File: src/rtl/md5sm_pkg.sv
// Shared types, constants and round helpers for the MD5 short-message matcher.
// Has no dependencies; the module and testbench files refer to it by scoped names.
package md5sm_pkg;

  localparam logic [31:0] IV_A     = 32'h67452301;
  localparam logic [31:0] IV_B     = 32'hefcdab89;
  localparam logic [31:0] IV_C     = 32'h98badcfe;
  localparam logic [31:0] IV_D     = 32'h10325476;
  localparam logic [7:0]  PAD_BYTE = 8'h80;
  localparam logic [31:0] ALL_ONES = 32'hFFFFFFFF;

  localparam int unsigned NUM_ROUNDS = 64;

  // Register indexes on the configuration port (byte address = 4 * index).
  localparam logic [2:0] REG_TARGET_A = 3'd0;
  localparam logic [2:0] REG_TARGET_B = 3'd1;
  localparam logic [2:0] REG_TARGET_C = 3'd2;
  localparam logic [2:0] REG_TARGET_D = 3'd3;
  localparam logic [2:0] REG_MSG_LEN  = 3'd4;

  localparam logic [2:0] MSG_LEN_FULL = 3'd4;

  localparam logic [31:0] SINE_K [NUM_ROUNDS] = '{
    32'hd76aa478, 32'he8c7b756, 32'h242070db, 32'hc1bdceee,
    32'hf57c0faf, 32'h4787c62a, 32'ha8304613, 32'hfd469501,
    32'h698098d8, 32'h8b44f7af, 32'hffff5bb1, 32'h895cd7be,
    32'h6b901122, 32'hfd987193, 32'ha679438e, 32'h49b40821,
    32'hf61e2562, 32'hc040b340, 32'h265e5a51, 32'he9b6c7aa,
    32'hd62f105d, 32'h02441453, 32'hd8a1e681, 32'he7d3fbc8,
    32'h21e1cde6, 32'hc33707d6, 32'hf4d50d87, 32'h455a14ed,
    32'ha9e3e905, 32'hfcefa3f8, 32'h676f02d9, 32'h8d2a4c8a,
    32'hfffa3942, 32'h8771f681, 32'h6d9d6122, 32'hfde5380c,
    32'ha4beea44, 32'h4bdecfa9, 32'hf6bb4b60, 32'hbebfbc70,
    32'h289b7ec6, 32'heaa127fa, 32'hd4ef3085, 32'h04881d05,
    32'hd9d4d039, 32'he6db99e5, 32'h1fa27cf8, 32'hc4ac5665,
    32'hf4292244, 32'h432aff97, 32'hab9423a7, 32'hfc93a039,
    32'h655b59c3, 32'h8f0ccc92, 32'hffeff47d, 32'h85845dd1,
    32'h6fa87e4f, 32'hfe2ce6e0, 32'ha3014314, 32'h4e0811a1,
    32'hf7537e82, 32'hbd3af235, 32'h2ad7d2bb, 32'heb86d391
  };

  localparam logic [4:0] SHIFT_S [16] = '{
    5'd7, 5'd12, 5'd17, 5'd22, 5'd5, 5'd9, 5'd14, 5'd20,
    5'd4, 5'd11, 5'd16, 5'd23, 5'd6, 5'd10, 5'd15, 5'd21
  };

  typedef struct packed {
    logic [31:0] a;
    logic [31:0] b;
    logic [31:0] c;
    logic [31:0] d;
  } state_t;

  // Message block words that can be nonzero, plus the item's side data.
  typedef struct packed {
    logic [31:0] w0;
    logic        pad1;     // word 1 holds the pad byte (full-length message)
    logic [5:0]  bitlen;   // word 14
    logic [31:0] cand;
    logic        eor;
  } blk_t;

  typedef struct packed {
    logic        match;
    logic [31:0] cand;
    logic        eor;
  } res_t;

  function automatic logic [31:0] round_f(input logic [1:0] grp, input logic [31:0] b,
                                          input logic [31:0] c, input logic [31:0] d);
    logic [31:0] f;
    case (grp)
      2'd0:    f = d ^ (b & (c ^ d));
      2'd1:    f = c ^ (d & (b ^ c));
      2'd2:    f = b ^ c ^ d;
      default: f = c ^ (b | (d ^ ALL_ONES));
    endcase
    return f;
  endfunction

  function automatic logic [3:0] msg_index(input logic [5:0] rnd);
    logic [3:0] lo;
    logic [3:0] g;
    lo = rnd[3:0];
    case (rnd[5:4])
      2'd0:    g = lo;
      2'd1:    g = 4'd5 * lo + 4'd1;
      2'd2:    g = 4'd3 * lo + 4'd5;
      default: g = 4'd7 * lo;
    endcase
    return g;
  endfunction

  function automatic logic [4:0] round_shift(input logic [5:0] rnd);
    return SHIFT_S[{rnd[5:4], rnd[1:0]}];
  endfunction

  function automatic logic [31:0] rotl(input logic [31:0] x, input logic [4:0] s);
    logic [63:0] t;
    t = {x, x} << s;
    return t[63:32];
  endfunction

endpackage

File: src/rtl/md5sm_round_cell.sv
// One MD5 round cell: applies one step to the state and hands it on.
// Depends on md5sm_pkg.
module md5sm_round_cell (
  input  logic              clk_i,
  input  logic              rst_ni,
  input  logic [5:0]        round_i,
  input  logic              en_i,
  input  logic              valid_i,
  input  md5sm_pkg::state_t st_i,
  input  md5sm_pkg::blk_t   blk_i,
  output logic              valid_o,
  output md5sm_pkg::state_t st_o,
  output md5sm_pkg::blk_t   blk_o
);

  logic [31:0]       f;
  logic [3:0]        g;
  logic [31:0]       wg;
  logic [31:0]       sum;
  logic [31:0]       rot;
  md5sm_pkg::state_t st_d;
  logic              valid_q;
  md5sm_pkg::state_t st_q;
  md5sm_pkg::blk_t   blk_q;

  always_comb begin
    f = md5sm_pkg::round_f(round_i[5:4], st_i.b, st_i.c, st_i.d);
    g = md5sm_pkg::msg_index(round_i);
    // Only words 0, 1 and 14 of the block can be nonzero.
    case (g)
      4'd0:    wg = blk_i.w0;
      4'd1:    wg = {24'd0, blk_i.pad1, 7'd0};
      4'd14:   wg = {26'd0, blk_i.bitlen};
      default: wg = 32'd0;
    endcase
    sum    = st_i.a + f + md5sm_pkg::SINE_K[round_i] + wg;
    rot    = md5sm_pkg::rotl(sum, md5sm_pkg::round_shift(round_i));
    st_d.a = st_i.d;
    st_d.b = st_i.b + rot;
    st_d.c = st_i.b;
    st_d.d = st_i.c;
  end

  always_ff @(posedge clk_i or negedge rst_ni) begin
    if (!rst_ni) begin
      valid_q <= 1'b0;
    end else if (en_i) begin
      valid_q <= valid_i;
    end
  end

  always_ff @(posedge clk_i) begin
    if (en_i) begin
      st_q  <= st_d;
      blk_q <= blk_i;
    end
  end

  assign valid_o = valid_q;
  assign st_o    = st_q;
  assign blk_o   = blk_q;

endmodule

File: config.mk
export PLATFORM = sky130hd
export DESIGN_NAME = md5sm_round_cell
export DESIGN_NICKNAME = d
export VERILOG_FILES = /design/src/rtl/md5sm_pkg.sv /design/src/rtl/md5sm_round_cell.sv
export SDC_FILE = /design/constraint.sdc
export NUM_CORES = 1
export LEC_CHECK = 0
export CAP_MARGIN = 40
export CORE_MARGIN = 10
export CORE_UTILIZATION = 30
export DETAILED_ROUTE_END_ITERATION = 16
export DONT_BUFFER_PORTS = 1
export MAX_ROUTING_LAYER = met4
export SYNTH_ARGS = -nofsm -noshare
export SYNTH_HDL_FRONTEND = slang
export SYNTH_SLANG_ARGS = --single-unit
File: constraint.sdc
create_clock -name clk_i -period 1.65 [get_ports clk_i]
set_input_delay 0.33 -clock clk_i [delete_from_list [all_inputs] [get_ports clk_i]]
set_output_delay 0.33 -clock clk_i [all_outputs]
set_load 0.05 [all_outputs]
== Word-level counts from Yosys, hierarchy flattened ==
Memory sizes are Yosys's and may differ from the RTL's.
Cells that the tools add are included.
Cells by class
  magnitude comparators: 2
  shifts and indexed selects: 1
  mux-type cells: 7
  bitwise logic cells: 12
  add/subtract/negate cells: 6
  equality and inequality tests: 4
  multiply operators: 3
  reductions and logical operators: 2
Operators by type and width (number)
  one-hot mux 32 bit (3 select lines): 2
  bitwise XOR 32 bit: 6
  adder 32 bit: 4
  AND 32 bit: 2
  2-to-1 mux 32 bit: 2
  << shifter 64 x 5 -> 64 bit: 1
  NOT 32 bit: 1
  OR 32 bit: 1
  one-hot mux 4 bit (3 select lines): 1
  2-to-1 mux 5 bit: 2
  multiplier 3 x 4 -> 4 bit (first input constant): 2
  >= comparator 7 bit (second input constant): 1
  NOT 6 -> 7 bit: 1
  >= comparator 5 bit (second input constant): 1
  NOT 4 -> 5 bit: 1
  adder 4 x 1 -> 4 bit (second input constant): 1
  adder 4 x 3 -> 4 bit (second input constant): 1
  equality test 4 x 1 -> 1 bit (second input constant): 1
  equality test 4 bit (second input constant): 1
  zero test 4 bit: 1
  multiplier 2 x 4 -> 4 bit (first input constant): 1
  equality test 2 x 1 -> 1 bit (second input constant): 1
  equality test 2 bit (second input constant): 1
  zero test 2 bit: 1
Word-level totals
  flip-flop bits (word level): 201
  memories kept: 2
  input port bits: 210
  output and inout bits: 201
  bits in read-only memories: 2128
Memory list
  (no name shown): words 64, bits a word 32, rd ports 1, clocked after memory_dff 0, wr ports 0, line md5sm_round_cell.sv:36  | sum = st_i.a + f + md5sm_pkg::SINE_K[round_i] + wg;
  (no name shown): words 16, bits a word 5, rd ports 1, clocked after memory_dff 0, wr ports 0, line md5sm_pkg.sv:95  | return SHIFT_S[{rnd[5:4], rnd[1:0]}];

== Depth between registers and ports, before layout ==
  depth after elaboration: 9
  mapped depth: 44

== Least setup slack after synthesis ==
No wires, ideal clock.
  path kind: input to register
  start point: input round_i[2]
  end point: register st_q, in the netlist st_o[94], data pin
  path slack: -8.649 ns
  setup time: 0.258 ns
  required time: 1.392 ns
  cell stages on the path: 43
  arrival: 10.042 ns
  path buffers: 4
  cells stage by stage: buf_2 buf_1 clkinv_1 clkbuf_1 ha_1 fa_1 inv_1 mux4_2 a21o_1 a2111oi_4 buf_2 a22o_1 fa_1 fa_1 ha_1 inv_1 fa_1 nand2b_1 [7 not listed] a211o_1 a21oi_1 a21oi_1 mux2_2 ha_1 fa_1 a21o_1 a21oi_1 o21ai_0 a21oi_1 o21a_1 nor2b_1 o41a_1 a311o_1 nand2_1 o2111ai_1 a21oi_1 xnor2_1
RTL lines
  from (decl): line md5sm_round_cell.sv:6  | input logic [5:0] round_i,
  to (signal assigned): line md5sm_round_cell.sv:54  | st_q <= st_d;
  to (decl): line md5sm_round_cell.sv:23  | md5sm_pkg::state_t st_q;

==> results.json <==
{
  "netlist_area_um2": 18100,
  "vias": 18500,
  "synthesis.instances": 1946,
  "maxSlewViolCount": 0,
  "clk-insertion-delay-late_ns": 0.54,
  "grtUsageTotal_pct": 25.2,
  "grt_start_max_net_pins": 202,
  "rows": 89,
  "fmax_ghz": 0.113,
  "drc": 0,
  "ant_nets": 0,
  "leakagePower_nw": 11.0,
  "rsz0062_at_grt": "yes",
  "timing.final.crit_share_pct": 537,
  "cts_buffer_depth": 3,
  "drt_iter0_markers": 2076,
  "start_kind": "primary input",
  "slew_headroom_pct": 57.3,
  "place_congestion": 1.00,
  "antenna_found_initial": 5,
  "power_density_nw_per_um2": 1900,
  "path_clk_slew_ns": 0.06,
  "die_y_um": 266,
  "crit_buf_inv": 5,
  "port_buffers": 0,
  "cts_buffers": 22,
  "start_util_pct": 30.5,
  "post_drt_wl_per_cell_um": 27.1,
  "dieArea_um2": 70500,
  "r2r_slack_ns": 0.59,
  "violations": "negative hold slack, negative setup slack",
  "synth_cell_types": 79,
  "synth_warnings": 0,
  "crit_type": "in2reg",
  "placedCellCount": 3087,
  "cts_tree": "built",
  "crit_top_cell": "a21oi_2",
  "grt_pass1_wl_mm": 129,
  "slowest_stage": "fa_1",
  "core_area_um2": 59400,
  "hold_viol": 87,
  "cp_max_fo": 22,
  "wl_mm": 90.7,
  "synth_edf_count": 200,
  "cts.hold.buffers_added": 171,
  "mostFrequentLayoutCell": "buf_4",
  "syn_to_final_growth_pct": 43.2,
  "final_cell_mix": "buf_4, edfxtp_1, dlygate4sd3_1",
  "synth_async_sr_flop_share_pct": 0.498,
  "total_power_mw": 49.3,
  "cts_num_sinks": 201,
  "fin_cells": 3342,
  "layout-drive-gt1-share_pct": 28.2,
  "min_to": "blk_o[31]$_DFFE_PP_",
  "path_delay_family": "compound AO/OA/AOI/OAI gates",
  "synth_ff_type": "edfxtp_1",
  "cp-end-kind": "flip-flop",
  "outcome": "complete, but fails checks",
  "min_path_cells": 0,
  "r2r-end": "valid_o$_DFFE_PN0P_",
  "syn_avg_cell_area_um2": 9.30,
  "synth_seq_area_share_pct": 33.3,
  "ir_drop_mv": 1.01,
  "worst_pin_slew_ns": 0.636,
  "first_pass_iters": 6,
  "detailedPlacementHpwl_mm": 70.4,
  "whs_ns": -0.0753,
  "timing.final.ws_setup_ns": -7.20,
  "min_period_ns": 8.85,
  "crit_cells": 39,
  "synth_fp_nets": 2316,
  "ys_ff_latch": 201,
  "slowest_delay_ns": 0.52,
  "fin_skew_ns": 0,
  "io-pin-count": 411,
  "nNetsFinal": 2918,
  "grt_pass1_vias": 18100,
  "r2r_start": "valid_o$_DFFE_PN0P_",
  "critical_path_arrival_ns": 9.12,
  "place_area_um2": 22500,
  "cts.htree.levels": 1,
  "worstPathRequired_ns": 1.92,
  "setup_viol": 32,
  "final_area_um2": 25900,
  "hp-start": "en_i",
  "grt_overflow": 0,
  "cts-root-buf": "clkbuf_16",
  "die_w_um": 266,
  "r2r_cells": 1,
  "hp-class": "in2reg",
  "fillers": 5685,
  "maxCapViolCount": 0,
  "avgViaCountPerCell": 5.54
}
[worst max-delay path by stage]
| stage | from | endpoint | slack, ns |
|---|---|---|---|
| floorplan | round_i[2] | st_o[94]$_DFFE_PP_ | -7.44 |
| global placement | round_i[1] | st_o[95]$_DFFE_PP_ | -7.70 |
| detailed placement | round_i[1] | st_o[95]$_DFFE_PP_ | -7.95 |
| CTS | round_i[0] | st_o[94]$_DFFE_PP_ | -7.21 |
| global route | round_i[0] | st_o[94]$_DFFE_PP_ | -7.48 |
| finish | round_i[0] | st_o[94]$_DFFE_PP_ | -7.20 |
[final cells by class]
class | count | area, um2 | area share (%)
Clock buffer | 29 | 608 | 2.35
Antenna cell | 5 | 12.5 | 0.0483
Sequential cell | 201 | 6030 | 23.3
Clock inverter | 11 | 134 | 0.517
Inverter | 165 | 647 | 2.50
Multi-Input combinational cell | 1465 | 11600 | 45.0
Timing Repair Buffer | 693 | 5850 | 22.6
Tap cell | 773 | 967 | 3.73
[state kept, by name, summed over array words and instances (netlist names)]
signal / count
valid_o: 1
st_o: 128
blk_o: 72
[synthesized netlist by cell type (11+ instances only)]
library cell / count / area, um2
a211oi_1: 24 / 180
a21o_1: 28 / 210
a21oi_1: 161 / 806
a311oi_1: 11 / 96.3
a31oi_1: 78 / 488
and2_1: 25 / 156
and3_1: 11 / 68.8
buf_1: 16 / 60.1
buf_2: 14 / 70.1
clkbuf_1: 83 / 312
edfxtp_1: 200 / 6010
fa_1: 68 / 1360
ha_1: 92 / 1150
inv_1: 161 / 604
maj3_1: 31 / 310
mux2_2: 25 / 282
mux2i_1: 73 / 731
nand2_1: 125 / 469
nand2b_1: 19 / 119
nand3_1: 57 / 285
nor2_1: 171 / 642
nor2b_1: 12 / 75.1
nor3_1: 40 / 200
o211ai_1: 19 / 143
o21a_1: 22 / 165
o21ai_0: 86 / 430
o221a_2: 23 / 259
o221ai_1: 13 / 114
o22ai_1: 13 / 81.3
xnor2_1: 51 / 447
xor2_1: 50 / 438
[through the flow]
stage               setup WS, ns  TNS, ns  util (%)  hold slack, ns
floorplan                  -7.44  -211.42         -          0.0344
global placement           -7.70  -222.19      38.0          0.0345
detailed placement         -7.95  -227.56      38.0          0.0345
CTS                        -7.21  -204.43      43.1         -0.0769
global route               -7.48  -213.47      43.6         -0.0932
finish                     -7.20  -207.08      43.6         -0.0753
[routing by layer]
| layer | vias to the layer above | global-route usage, % | share of wire [%] |
|---|---|---|---|
| met5 | - | - | 0 |
| met4 | 0 | 5.75 | 2.3 |
| met3 | 112 | 4.67 | 8.8 |
| met2 | 906 | 40.7 | 47 |
| met1 | 9154 | 32.3 | 42 |
| li1 | 8332 | - | - |
[what timing repair did]
| item | in CTS | in global routing |
|---|---|---|
| buffers inserted | 22 | 22 |
| gates resized for setup | 78 | 43 |
| endpoints found under the setup margin | 32 | 32 |
| hold endpoints to repair | 349 | 176 |
| pin swaps | 46 | 61 |
[report_power, final]
part | total, mW | internal [mW] | leakage, nW | switching, mW
Combinational | 34.0 | 17.5 | 8.69 | 16.5
Clock | 5.12 | 3.06 | 0.364 | 2.06
Sequential | 10.2 | 7.11 | 1.97 | 3.06
Total | 49.3 | 27.6 | 11.0 | 21.6
[kinds of logic after synthesis]
family | synth area share, %
AOI/OAI and AO/OA | 20.9
xor gates and xnor gates | 5.15
adders and majority gates | 15.6
buffers and inverters | 5.93
DFF | 33.3
muxes | 6.72
and+or+nand+nor | 12.4
No activity file was read; power rests on OpenSTA's default activity.
