File: src/rtl/md5sm_pkg.sv
// Shared types, constants and round helpers for the MD5 short-message matcher.
// Has no dependencies; the module and testbench files refer to it by scoped names.
package md5sm_pkg;

  localparam logic [31:0] IV_A     = 32'h67452301;
  localparam logic [31:0] IV_B     = 32'hefcdab89;
  localparam logic [31:0] IV_C     = 32'h98badcfe;
  localparam logic [31:0] IV_D     = 32'h10325476;
  localparam logic [7:0]  PAD_BYTE = 8'h80;
  localparam logic [31:0] ALL_ONES = 32'hFFFFFFFF;

  localparam int unsigned NUM_ROUNDS = 64;

  // Register indexes on the configuration port (byte address = 4 * index).
  localparam logic [2:0] REG_TARGET_A = 3'd0;
  localparam logic [2:0] REG_TARGET_B = 3'd1;
  localparam logic [2:0] REG_TARGET_C = 3'd2;
  localparam logic [2:0] REG_TARGET_D = 3'd3;
  localparam logic [2:0] REG_MSG_LEN  = 3'd4;

  localparam logic [2:0] MSG_LEN_FULL = 3'd4;

  localparam logic [31:0] SINE_K [NUM_ROUNDS] = '{
    32'hd76aa478, 32'he8c7b756, 32'h242070db, 32'hc1bdceee,
    32'hf57c0faf, 32'h4787c62a, 32'ha8304613, 32'hfd469501,
    32'h698098d8, 32'h8b44f7af, 32'hffff5bb1, 32'h895cd7be,
    32'h6b901122, 32'hfd987193, 32'ha679438e, 32'h49b40821,
    32'hf61e2562, 32'hc040b340, 32'h265e5a51, 32'he9b6c7aa,
    32'hd62f105d, 32'h02441453, 32'hd8a1e681, 32'he7d3fbc8,
    32'h21e1cde6, 32'hc33707d6, 32'hf4d50d87, 32'h455a14ed,
    32'ha9e3e905, 32'hfcefa3f8, 32'h676f02d9, 32'h8d2a4c8a,
    32'hfffa3942, 32'h8771f681, 32'h6d9d6122, 32'hfde5380c,
    32'ha4beea44, 32'h4bdecfa9, 32'hf6bb4b60, 32'hbebfbc70,
    32'h289b7ec6, 32'heaa127fa, 32'hd4ef3085, 32'h04881d05,
    32'hd9d4d039, 32'he6db99e5, 32'h1fa27cf8, 32'hc4ac5665,
    32'hf4292244, 32'h432aff97, 32'hab9423a7, 32'hfc93a039,
    32'h655b59c3, 32'h8f0ccc92, 32'hffeff47d, 32'h85845dd1,
    32'h6fa87e4f, 32'hfe2ce6e0, 32'ha3014314, 32'h4e0811a1,
    32'hf7537e82, 32'hbd3af235, 32'h2ad7d2bb, 32'heb86d391
  };

  localparam logic [4:0] SHIFT_S [16] = '{
    5'd7, 5'd12, 5'd17, 5'd22, 5'd5, 5'd9, 5'd14, 5'd20,
    5'd4, 5'd11, 5'd16, 5'd23, 5'd6, 5'd10, 5'd15, 5'd21
  };

  typedef struct packed {
    logic [31:0] a;
    logic [31:0] b;
    logic [31:0] c;
    logic [31:0] d;
  } state_t;

  // Message block words that can be nonzero, plus the item's side data.
  typedef struct packed {
    logic [31:0] w0;
    logic        pad1;     // word 1 holds the pad byte (full-length message)
    logic [5:0]  bitlen;   // word 14
    logic [31:0] cand;
    logic        eor;
  } blk_t;

  typedef struct packed {
    logic        match;
    logic [31:0] cand;
    logic        eor;
  } res_t;

  function automatic logic [31:0] round_f(input logic [1:0] grp, input logic [31:0] b,
                                          input logic [31:0] c, input logic [31:0] d);
    logic [31:0] f;
    case (grp)
      2'd0:    f = d ^ (b & (c ^ d));
      2'd1:    f = c ^ (d & (b ^ c));
      2'd2:    f = b ^ c ^ d;
      default: f = c ^ (b | (d ^ ALL_ONES));
    endcase
    return f;
  endfunction

  function automatic logic [3:0] msg_index(input logic [5:0] rnd);
    logic [3:0] lo;
    logic [3:0] g;
    lo = rnd[3:0];
    case (rnd[5:4])
      2'd0:    g = lo;
      2'd1:    g = 4'd5 * lo + 4'd1;
      2'd2:    g = 4'd3 * lo + 4'd5;
      default: g = 4'd7 * lo;
    endcase
    return g;
  endfunction

  function automatic logic [4:0] round_shift(input logic [5:0] rnd);
    return SHIFT_S[{rnd[5:4], rnd[1:0]}];
  endfunction

  function automatic logic [31:0] rotl(input logic [31:0] x, input logic [4:0] s);
    logic [63:0] t;
    t = {x, x} << s;
    return t[63:32];
  endfunction

endpackage

File: src/rtl/md5sm_res_if.sv
// Result output channel: valid/ready handshake with match flag and echoes.
// Depends on nothing.
interface md5sm_res_if;
  logic        valid;
  logic        ready;
  logic        match;
  logic [31:0] candidate_echo;
  logic        range_done;

  modport source (output valid, output match, output candidate_echo, output range_done,
                  input ready);
  modport sink   (input valid, input match, input candidate_echo, input range_done,
                  output ready);
endinterface

File: src/rtl/md5sm_out_stage.sv
// Digest finish (add initial state, compare with target), output register and skid.
// Depends on md5sm_pkg and md5sm_res_if.
module md5sm_out_stage (
  input  logic              clk_i,
  input  logic              rst_ni,
  input  logic              valid_i,
  input  md5sm_pkg::state_t st_i,
  input  md5sm_pkg::blk_t   blk_i,
  input  md5sm_pkg::state_t target_i,
  output logic              en_o,
  md5sm_res_if.source       res_o
);

  logic              fin_valid_q;
  md5sm_pkg::res_t   fin_q;
  md5sm_pkg::res_t   fin_d;
  logic              out_valid_q;
  md5sm_pkg::res_t   out_q;
  logic              skid_valid_q;
  md5sm_pkg::res_t   skid_q;
  logic              en;
  logic              take;
  logic              out_free;

  assign en       = !skid_valid_q;
  assign take     = en && fin_valid_q;
  assign out_free = !out_valid_q || res_o.ready;

  always_comb begin
    fin_d.match = ((st_i.a + md5sm_pkg::IV_A) == target_i.a) &&
                  ((st_i.b + md5sm_pkg::IV_B) == target_i.b) &&
                  ((st_i.c + md5sm_pkg::IV_C) == target_i.c) &&
                  ((st_i.d + md5sm_pkg::IV_D) == target_i.d);
    fin_d.cand  = blk_i.cand;
    fin_d.eor   = blk_i.eor;
  end

  always_ff @(posedge clk_i or negedge rst_ni) begin
    if (!rst_ni) begin
      fin_valid_q  <= 1'b0;
      out_valid_q  <= 1'b0;
      skid_valid_q <= 1'b0;
    end else begin
      if (en) begin
        fin_valid_q <= valid_i;
      end
      if (out_free) begin
        if (skid_valid_q) begin
          out_valid_q  <= 1'b1;
          skid_valid_q <= 1'b0;
        end else begin
          out_valid_q <= take;
        end
      end else if (take) begin
        skid_valid_q <= 1'b1;
      end
    end
  end

  always_ff @(posedge clk_i) begin
    if (en) begin
      fin_q <= fin_d;
    end
    if (out_free) begin
      if (skid_valid_q) begin
        out_q <= skid_q;
      end else if (take) begin
        out_q <= fin_q;
      end
    end else if (take) begin
      skid_q <= fin_q;
    end
  end

  assign en_o                 = en;
  assign res_o.valid          = out_valid_q;
  assign res_o.match          = out_q.match;
  assign res_o.candidate_echo = out_q.cand;
  assign res_o.range_done     = out_q.eor;

  // The skid only fills behind a held output.
  skid_needs_out: assert property (@(posedge clk_i) disable iff (!rst_ni)
    skid_valid_q |-> out_valid_q)
    else $error("skid holds an item while output register is empty");

  skid_fill_on_stall: assert property (@(posedge clk_i) disable iff (!rst_ni)
    $rose(skid_valid_q) |-> $past(out_valid_q && !res_o.ready && fin_valid_q))
    else $error("skid filled without a stalled output");

  take_into_free_out: assert property (@(posedge clk_i) disable iff (!rst_ni)
    (take && !out_valid_q) |=> (out_valid_q && !skid_valid_q))
    else $error("finished item lost on its way to an empty output");

endmodule

File: src/flat_wrapper.sv
// flat-port wrapper written by rule: the top's interface ports become plain ports
module md5sm_out_stage_flat 
  (clk_i, rst_ni, valid_i, st_i, blk_i, target_i, en_o, res_o_valid, res_o_match, res_o_candidate_echo, res_o_range_done, res_o_ready);
  md5sm_res_if res_o_i ();
  input  logic clk_i;
  input  logic rst_ni;
  input  logic valid_i;
  input  md5sm_pkg::state_t st_i;
  input  md5sm_pkg::blk_t blk_i;
  input  md5sm_pkg::state_t target_i;
  output logic en_o;
  output wire logic [$bits(res_o_i.valid)-1:0] res_o_valid;
  output wire logic [$bits(res_o_i.match)-1:0] res_o_match;
  output wire logic [$bits(res_o_i.candidate_echo)-1:0] res_o_candidate_echo;
  output wire logic [$bits(res_o_i.range_done)-1:0] res_o_range_done;
  input wire logic [$bits(res_o_i.ready)-1:0] res_o_ready;
  assign res_o_valid = res_o_i.valid;
  assign res_o_match = res_o_i.match;
  assign res_o_candidate_echo = res_o_i.candidate_echo;
  assign res_o_range_done = res_o_i.range_done;
  assign res_o_i.ready = res_o_ready;
  md5sm_out_stage u_core (.clk_i(clk_i), .rst_ni(rst_ni), .valid_i(valid_i), .st_i(st_i), .blk_i(blk_i), .target_i(target_i), .en_o(en_o), .res_o(res_o_i));
endmodule
File: config.mk
export PLATFORM = sky130hd
export DESIGN_NAME = md5sm_out_stage_flat
export DESIGN_NICKNAME = d
export VERILOG_FILES = /design/src/rtl/md5sm_pkg.sv /design/src/rtl/md5sm_res_if.sv /design/src/rtl/md5sm_out_stage.sv /design/src/flat_wrapper.sv
export SDC_FILE = /design/constraint.sdc
export NUM_CORES = 1
export LEC_CHECK = 0
export ABC_AREA = 1
export BUFFER_PORTS_ARGS = -buffer_cell sky130_fd_sc_hd__buf_2
export CAP_MARGIN = 30
export CORE_MARGIN = 4
export CORE_UTILIZATION = 40
export DETAILED_ROUTE_END_ITERATION = 16
export HOLD_SLACK_MARGIN = 0.08
export PLACE_DENSITY = 0.72
export SKIP_LAST_GASP = 1
export SLEW_MARGIN = 20
export SYNTH_ARGS = -nofsm -noshare
export SYNTH_HDL_FRONTEND = slang
export SYNTH_SLANG_ARGS = --single-unit
File: constraint.sdc
create_clock -name clk_i -period 8.3 [get_ports clk_i]
set_input_delay 1.66 -clock clk_i [delete_from_list [all_inputs] [get_ports clk_i]]
set_output_delay 1.66 -clock clk_i [all_outputs]
set_load 0.05 [all_outputs]
* After elaboration in Yosys (flattened, before gate mapping)
Cells that the tools add are included.
** Storage, ports and cells
- Bits in registers :: 105
- Word-level logic and storage cells :: 37
- Input bits :: 332
** Cells by class
- Reductions and logical operators :: 11
- Multiplexer cells :: 5
- Bitwise gates (word level) :: 1
- Add/subtract/negate cells :: 4
- Eq/ne operators :: 4
** Operators by type and width (count)
- $eq A32 B32 Y1 :: 4
- $mux W34 :: 2
- $add A32 B32 Y32 const B :: 2
- $add A32 B29 Y32 const B :: 1
- $add A32 B31 Y32 const B :: 1
- $logic_and A1 B1 Y1 :: 4
- $reduce_and A2 Y1 :: 2
- $reduce_bool A2 Y1 :: 2
- $mux W1 :: 3
- $logic_not A1 Y1 :: 2
- $logic_or A1 B1 Y1 :: 1
- $not A1 Y1 :: 1

* Logic depth before layout (Yosys ltp)
Gate-level depths: netlist of the first run.
- Word-level depth :: 5
- Depth in mapped cells :: 18

* Least setup slack after synthesis of the first run
Ideal clock, no wire load.
- Path type :: flip-flop to output port
- From :: register u_core.skid_valid_q
- To :: output en_o
- Required time :: 6.640 ns
- Arrival time :: 2.204 ns
- Cell stages (with the launch flop) :: 4
- Slack :: 4.436 ns
- Cell sequence :: dfrtp_1 clkbuf_1 inv_2 buf_1
** Between the ends
- Cells in the longest elaborated chain, start to end :: 1
** Ends and longest elaborated chain
- start, declared :: RTL line md5sm_out_stage.sv:19 : logic skid_valid_q;
- start signal, assigned :: RTL line md5sm_out_stage.sv:42 : skid_valid_q <= 1'b0;
- start signal, assigned :: RTL line md5sm_out_stage.sv:50 : skid_valid_q <= 1'b0;
- start signal, assigned :: RTL line md5sm_out_stage.sv:55 : skid_valid_q <= 1'b1;
- $logic_not A1 Y1 :: RTL line md5sm_out_stage.sv:25 : assign en = !skid_valid_q;
- end, declared :: RTL line flat_wrapper.sv:11 : output logic en_o;
No other way between the ends.

==> results of run 1 <==
## metal layers
metal,wire length (µm),vias to the layer above,global-route usage (%)
li1,-,6503,-
met1,16740,5600,31.69
met2,18490,424,42.78
met3,2769,70,4.471
met4,1239,10,7.918
met5,56,-,0
## worst max-delay path, cell delays in order
cell	delay [ns]
buf_2	0.13
inv_1	0.06
ha_1	0.16
inv_1	0.05
nand2_1	0.17
nand3_2	0.23
nand2_1	0.15
nand2_1	0.06
nand2_1	0.17
nor2_1	0.06
nor2_1	0.09
nand2_1	0.05
nor2_1	0.10
nand2_1	0.06
nor2_1	0.26
nand2_1	0.09
nor2_1	0.11
nand3_1	0.10
nor3_2	0.12
## cell families (layout without fill, tap and decap cells)
kind of cell | Yosys count | after routing | synth area share [%]
other | 0 | 4 | 0
adders and majority gates | 4 | 4 | 0.4549
AOI/OAI and AO/OA | 70 | 70 | 3.651
and+or+nand+nor | 1320 | 1320 | 50.74
buffers and inverters | 274 | 611 | 9.462
DFF | 105 | 105 | 28.52
xor gates and xnor gates | 90 | 90 | 7.165
## per-stage QoR
stage                     total power, µW  cells  utilization (%)  area, µm²  hold WS (ns)
after floorplan                      1156   1863                -      11000        0.4268
after global placement               1400   2523            48.27      13050        0.4328
after detailed placement             1411   2523            48.27      13050        0.4356
after CTS                            1793   2539            49.29      13320        0.4504
after global routing                 1902   2544            49.47      13370        0.4629
final                                1791   2545            49.48      13370        0.4473
## how the worst min path moves through the flow
stage	start	cells past startpoint	slack (ns)	end
2_1_floorplan	u_core.fin_q[0]	0	0.43	u_core.skid_q[0]
4_1_cts	u_core.fin_q[13]	0	0.45	u_core.skid_q[13]
6_report	u_core.fin_q[16]	0	0.45	u_core.skid_q[16]
3_5_place_dp	u_core.fin_q[8]	0	0.44	u_core.skid_q[8]
3_3_place_gp	u_core.fin_q[17]	0	0.43	u_core.skid_q[17]
5_1_grt	u_core.fin_q[27]	0	0.46	u_core.skid_q[27]
## final cells by class
type	count	share of cell area, %
Antenna cell	4	0.07485
Timing Repair Buffer	332	12.71
Inverter	263	7.382
Clock inverter	5	0.3088
Tap cell	341	3.190
Multi-Input combinational cell	1484	51.13
Sequential cell	105	23.47
Clock buffer	11	1.740
## layout by cell type, fill, tap and decap left out, drive strengths merged, types with 5 or more instances in the layout
cell type / instances
buf: 332
xnor2: 37
and2: 7
xor2: 53
nand4: 25
nor3: 14
a21oi: 28
inv: 264
nor2: 249
o21ai: 25
nand2: 809
nand3: 170
nand3b: 42
clkbuf: 11
edfxtp: 102
a31oi: 5
## power by group
| group | switching (µW) | leakage (µW) | total (µW) | internal [µW] |
|---|---|---|---|---|
| registers | 22.0 | 0.00103 | 702 | 680 |
| clock network | 177 | 0.000120 | 383 | 206 |
| logic | 490 | 0.00606 | 706 | 216 |
## registers in the layout (all words and copies together), names as in the netlist
name                         count
u_core.fin_valid_q               1
u_core.fin_q                    34
u_core.res_o.candidate_echo     32
u_core.skid_q                   34
u_core.res_o.range_done          1
u_core.res_o.match               1
u_core.skid_valid_q              1
u_core.res_o.valid               1
==> run metrics, run 1 <==
DPL Wire Length=34270 µm; Crit Reg-Reg Startpoint=u_core.skid_valid_q; RSZ-0062 raised after global routing=no; fin worst setup slack=4.602 ns; final setup fails=0; hold_buf cts=0; Synth async-reset ratio=2.857%; CTS clk-pin slew, worst paths=0.07 ns; Cells after Synth=1863; Routed WL per cell=between 15 and 20 µm; Nets=approximately 2.5k; R2R depth=5; port bufs=328; pre-CTS WS=~4.2 ns; Worst setup EP type=flip-flop; largest net degree at the start of global routing=just over 70; drt drc=0; register area=0.003138 mm²; initial antenna violation count=9; I/O pins=between 300 and 400; # rows=60; TritonCTS Sinks=approximately 110; WS Path Type=in2reg; Congestion Overflow GR=0; Leak=0.007203 µW; Die ar.=0.03022 mm²; Synth cell types=40; CP max FO=7; post-synth top area share=around 28%; Yosys reg bits=between 100 and 150; Longest Clk Path Bufs=2; GRT Resource Usage Total=24.85%; Initial Utilization=40.71%; post-synthesis sequential area ratio=28.52%; Vias=12.61k; status=completed; CTS tree=yes; Die H=173.8 µm; proportion of layout cells with a drive suffix above 1=~19%; Syn-to-layout area delta=21.55%; Final Hold Viols=0; Initial DRT Pass Iterations=5; CP arrival=3.88 ns; Crit path required time=8.48 ns; post-layout min period=3.698 ns; Worst Setup EP=u_core.fin_q[33]; count leader, synth=nand2_1; first-pass GRT wire length=60100 µm; Max-slew headroom=47.96%; vias per std cell=4.954; PwrDens=between 100 and 150 mW/mm²; worst reg2reg path endpoint=u_core.skid_q[13]; Worst VDD drop=0.0001280 V; vias in the first global route=11.85k; final setup TNS=0 ns; f_max=0.2704 GHz; post-synth top area cell=edfxtp_1; worst reg-to-reg setup slack=5.92 ns; H-Tree Depth=3; initial DRC count=941; leading post-synthesis cells by cell area=edfxtp_1 (28%), nand2_1 (27%), inv_1 (8.2%); Synth Cell Area=0.01100 mm²; multi-input logic area=between 0.006 and 0.007 mm²; Mapped Nets=~2.2k; max-slew violations=0; startpoint types=input port; final WL=about 40000 µm; Die Wd=173.8 µm; CTS buffer count=9; Synth Area per Inst=5.905 µm²; top cells by count, synth=nand2_1 (790), inv_1 (240), nor2_1 (224), nand3_1 (167), edfxtp_1 (102); Worst Max-Slew Pin Slew=0.7806 ns; Worst Hold Class=reg2reg; Final GP Congestion=0.9828; Period Utilization, post-route=44.56%; PostCTS Resize Cnt=0; Syn. warnings=0; core area=0.02703 mm²; EDFF count, synth=102; ANT nets after route=0; Synth Flop Type=edfxtp_1; buffer count from post-CTS setup fixing=0; Critical Path Start=st_i[1]; Clk Latency, worst-skew pair=around 0.33 ns; Clock Skew=0.007074 ns; Fill cells=roughly 2.9k; Max Cap Viol=0; CTS root buf=clkbuf_16
Note: power is estimated with default switching activity, not from simulation.
==> run 2: changes to the inputs <==
--- a/config.mk
+++ b/config.mk
@@ -12,7 +12,7 @@
 export CORE_UTILIZATION = 40
 export DETAILED_ROUTE_END_ITERATION = 16
 export HOLD_SLACK_MARGIN = 0.08
-export PLACE_DENSITY = 0.72
+export PLACE_DENSITY = 0.74
 export SKIP_LAST_GASP = 1
 export SLEW_MARGIN = 20
 export SYNTH_ARGS = -nofsm -noshare
==> constraint.sdc (replaced) <==
create_clock -name clk_i -period 3.32 [get_ports clk_i]
set_input_delay 0.664 -clock clk_i [delete_from_list [all_inputs] [get_ports clk_i]]
set_output_delay 0.664 -clock clk_i [all_outputs]
set_load 0.05 [all_outputs]
==> run metrics, run 2 (synthesis gave the netlist of run 1 again) <==
worst reg2reg path endpoint=u_core.skid_q[32] (was u_core.skid_q[13]); post-layout min period=2.536 ns; CTS tree=yes (unchanged); status=completed (unchanged); R2R depth=4 (was 5); PostCTS Resize Cnt=0 (unchanged); Syn-to-layout area delta=21.69% (was 21.55%); vias per std cell=4.988 (was 4.954); I/O pins=368 (unchanged); initial antenna violation count=10 (was 9); Final Instance Count excl. Fillers=2549 (was 2545); f_max=0.3943 GHz; Finished Cell Area=0.01339 mm² (was 0.01337 mm²); drt drc=0 (unchanged); final setup TNS=0 ns (unchanged); Final Hold Viols=0 (unchanged); PwrDens=336.2 mW/mm² (was 133.9 mW/mm²); Die Wd=173.8 µm (unchanged); proportion of layout cells with a drive suffix above 1=19.43% (was 19.32%); Crit Reg-Reg Startpoint=u_core.skid_valid_q (unchanged); port bufs=328 (unchanged); most frequent cells in the layout=nand2_1 (790), buf_2 (328), inv_1 (240) (unchanged); Crit path required time=3.51 ns (was 8.48 ns); CP arrival=2.72 ns (was 3.88 ns); core area=0.02703 mm² (unchanged); WS Path Type=in2reg (unchanged); Worst VDD drop=0.0003478 V (was 0.0001280 V); Gate power share=39.1% (was 39.4%); Initial Utilization=40.71% (unchanged); Congestion Overflow GR=0 (unchanged); initial DRC count=891 (was 941); Clk network pwr share=21.8% (was 21.4%); final WL=39390 µm (was 39300 µm); H-Tree Depth=3 (unchanged); dpl cell area=0.01308 mm² (was 0.01305 mm²); GRT Resource Usage Total=24.95% (was 24.85%); Die H=173.8 µm (unchanged); most common cell after layout, fill and taps aside=nand2_1 (unchanged); CTS buffer count=9 (unchanged); crit-path cells=buf_2 -> inv_1 -> ha_1 -> inv_1 -> nor2_1 -> nand3_2 -> nand2_2 -> nand2_1 -> xor2_1 -> nand2_1 -> nor2_1 -> nand2_1 -> nor2_1 -> nand3_1 -> nor2_1 -> nand3_1 -> nor3_2 (was buf_2 -> inv_1 -> ha_1 -> inv_1 -> nand2_1 -> nand3_2 -> nand2_1 -> nand2_1 -> nand2_1 -> nor2_1 -> nor2_1 -> nand2_1 -> nor2_1 -> nand2_1 -> nor2_1 -> nand2_1 -> nor2_1 -> nand3_1 -> nor3_2); Max-slew headroom=47.51% (was 47.96%); startpoint types=input port (unchanged); RSZ-0062 raised after global routing=no (unchanged); buffer count from post-CTS setup fixing=0 (unchanged); Final GP Congestion=1.008 (was 0.9828); CP max FO=5 (was 7); worst reg-to-reg setup slack=1.51 ns (was 5.92 ns); Leak=0.007228 µW (was 0.007203 µW); Clk Latency, worst-skew pair=0.34 ns (was 0.33 ns); post-placement cell count=2527 (was 2523); Worst Hold Class=in2async (was reg2reg); Worst setup EP type=flip-flop (unchanged); ANT nets after route=0 (unchanged); TritonCTS Sinks=105 (unchanged); Worst path slowest cell=xor2_1 (was nor2_1); Routed WL per cell=15.45 µm (was 15.44 µm); final setup fails=0 (unchanged); DPL Wire Length=34280 µm (was 34270 µm); Die ar.=0.03022 mm² (unchanged); P_sw=1750 µW (was 689.6 µW); Period Utilization, post-route=roughly three quarters; CTS clk-pin slew, worst paths=0.07 ns (about the same); Seq pwr share=39.2% (about the same); worst hold slack=0.1214 ns (was 0.4473 ns); vias in the first global route=12.08k (was 11.85k); max-slew violations=0 (unchanged); CTS root buf=clkbuf_16 (unchanged); Worst Max-Slew Pin Slew=0.7874 ns (was 0.7806 ns); Max Cap Viol=0 (unchanged); largest net degree at the start of global routing=70 (was 71); Nets=2534 (was 2531); Longest Clk Path Bufs=2 (unchanged); cell mode on critical path=nor2_1 (was nand2_1); Initial DRT Pass Iterations=5 (unchanged); hold_buf cts=0 (unchanged); # rows=60 (unchanged); slowest stage delay, CP=0.32 ns (was 0.26 ns); switching share of power=38.89% (was 38.50%); first-pass GRT wire length=60800 µm (was 60100 µm); Fill cells=2821 (was 2856); Clock Skew=0.01282 ns (was 0.007074 ns); Vias=12.72k (was 12.61k); Power Internal=2750 µW (was 1101 µW)
[run 2: layout make-up]
cell class / count / area [µm²] / share of cell area [%]
Antenna cell: 5 / 12.51 / 0.09346
Timing Repair Buffer: 335 / 1707 / 12.75
Inverter: 263 / 987.2 / 7.374
Tap cell: 341 / 426.7 / 3.187
Multi-Input combinational cell: 1484 / 6838 / 51.07
Clock buffer: 9 / 225.2 / 1.682
Sequential cell: 105 / 3138 / 23.44
Clock inverter: 7 / 53.80 / 0.4019
[run 2: power groups by stage]
stage | clock network, µW | logic, µW | registers, µW
finish | 980 | 1760 | 1760
global route | 1060 | 1930 | 1780
CTS | 1000 | 1740 | 1760
detailed placement | 0 | 1740 | 1790
global placement | 0 | 1720 | 1790
floorplan | 0 | 818 | 2070
[run 2: per-layer routing]
metal / vias to the layer above / global-route usage, % / part of all wire (%)
li1: 6509 / - / -
met1: 5673 / 32.34 / 43
met2: 463 / 43.07 / 48
met3: 60 / 3.860 / 6.5
met4: 10 / 7.324 / 2.5
met5: - / 0 / 0.14
[run 2: worst max path at each step]
stage / startpoint / end / depth (start not counted)
after floorplan: u_core.skid_valid_q / en_o / 3
after global placement: st_i[1] / u_core.fin_q[33] / 19
after detailed placement: st_i[1] / u_core.fin_q[33] / 14
after CTS: st_i[1] / u_core.fin_q[33] / 14
after global routing: st_i[33] / u_core.fin_q[33] / 17
final: st_i[33] / u_core.fin_q[33] / 17
[run 2: critical path: cells and delay by family]
kind	cells	cell delay, ns
buffers and inverters	3	0.26
and+or+nand+nor	12	1.25
adders and majority gates	1	0.22
xor gates and xnor gates	1	0.32
[run 2: stage by stage]
stage / setup slack (ns) / power (µW) / util, %
6_report: 0.7838 / 4501 / 49.54
5_1_grt: 0.5342 / 4778 / 49.54
4_1_cts: 0.8000 / 4510 / 49.42
3_5_place_dp: 0.4425 / 3532 / 48.38
3_3_place_gp: 0.4919 / 3505 / 48.38
2_1_floorplan: 0.4517 / 2890 / -
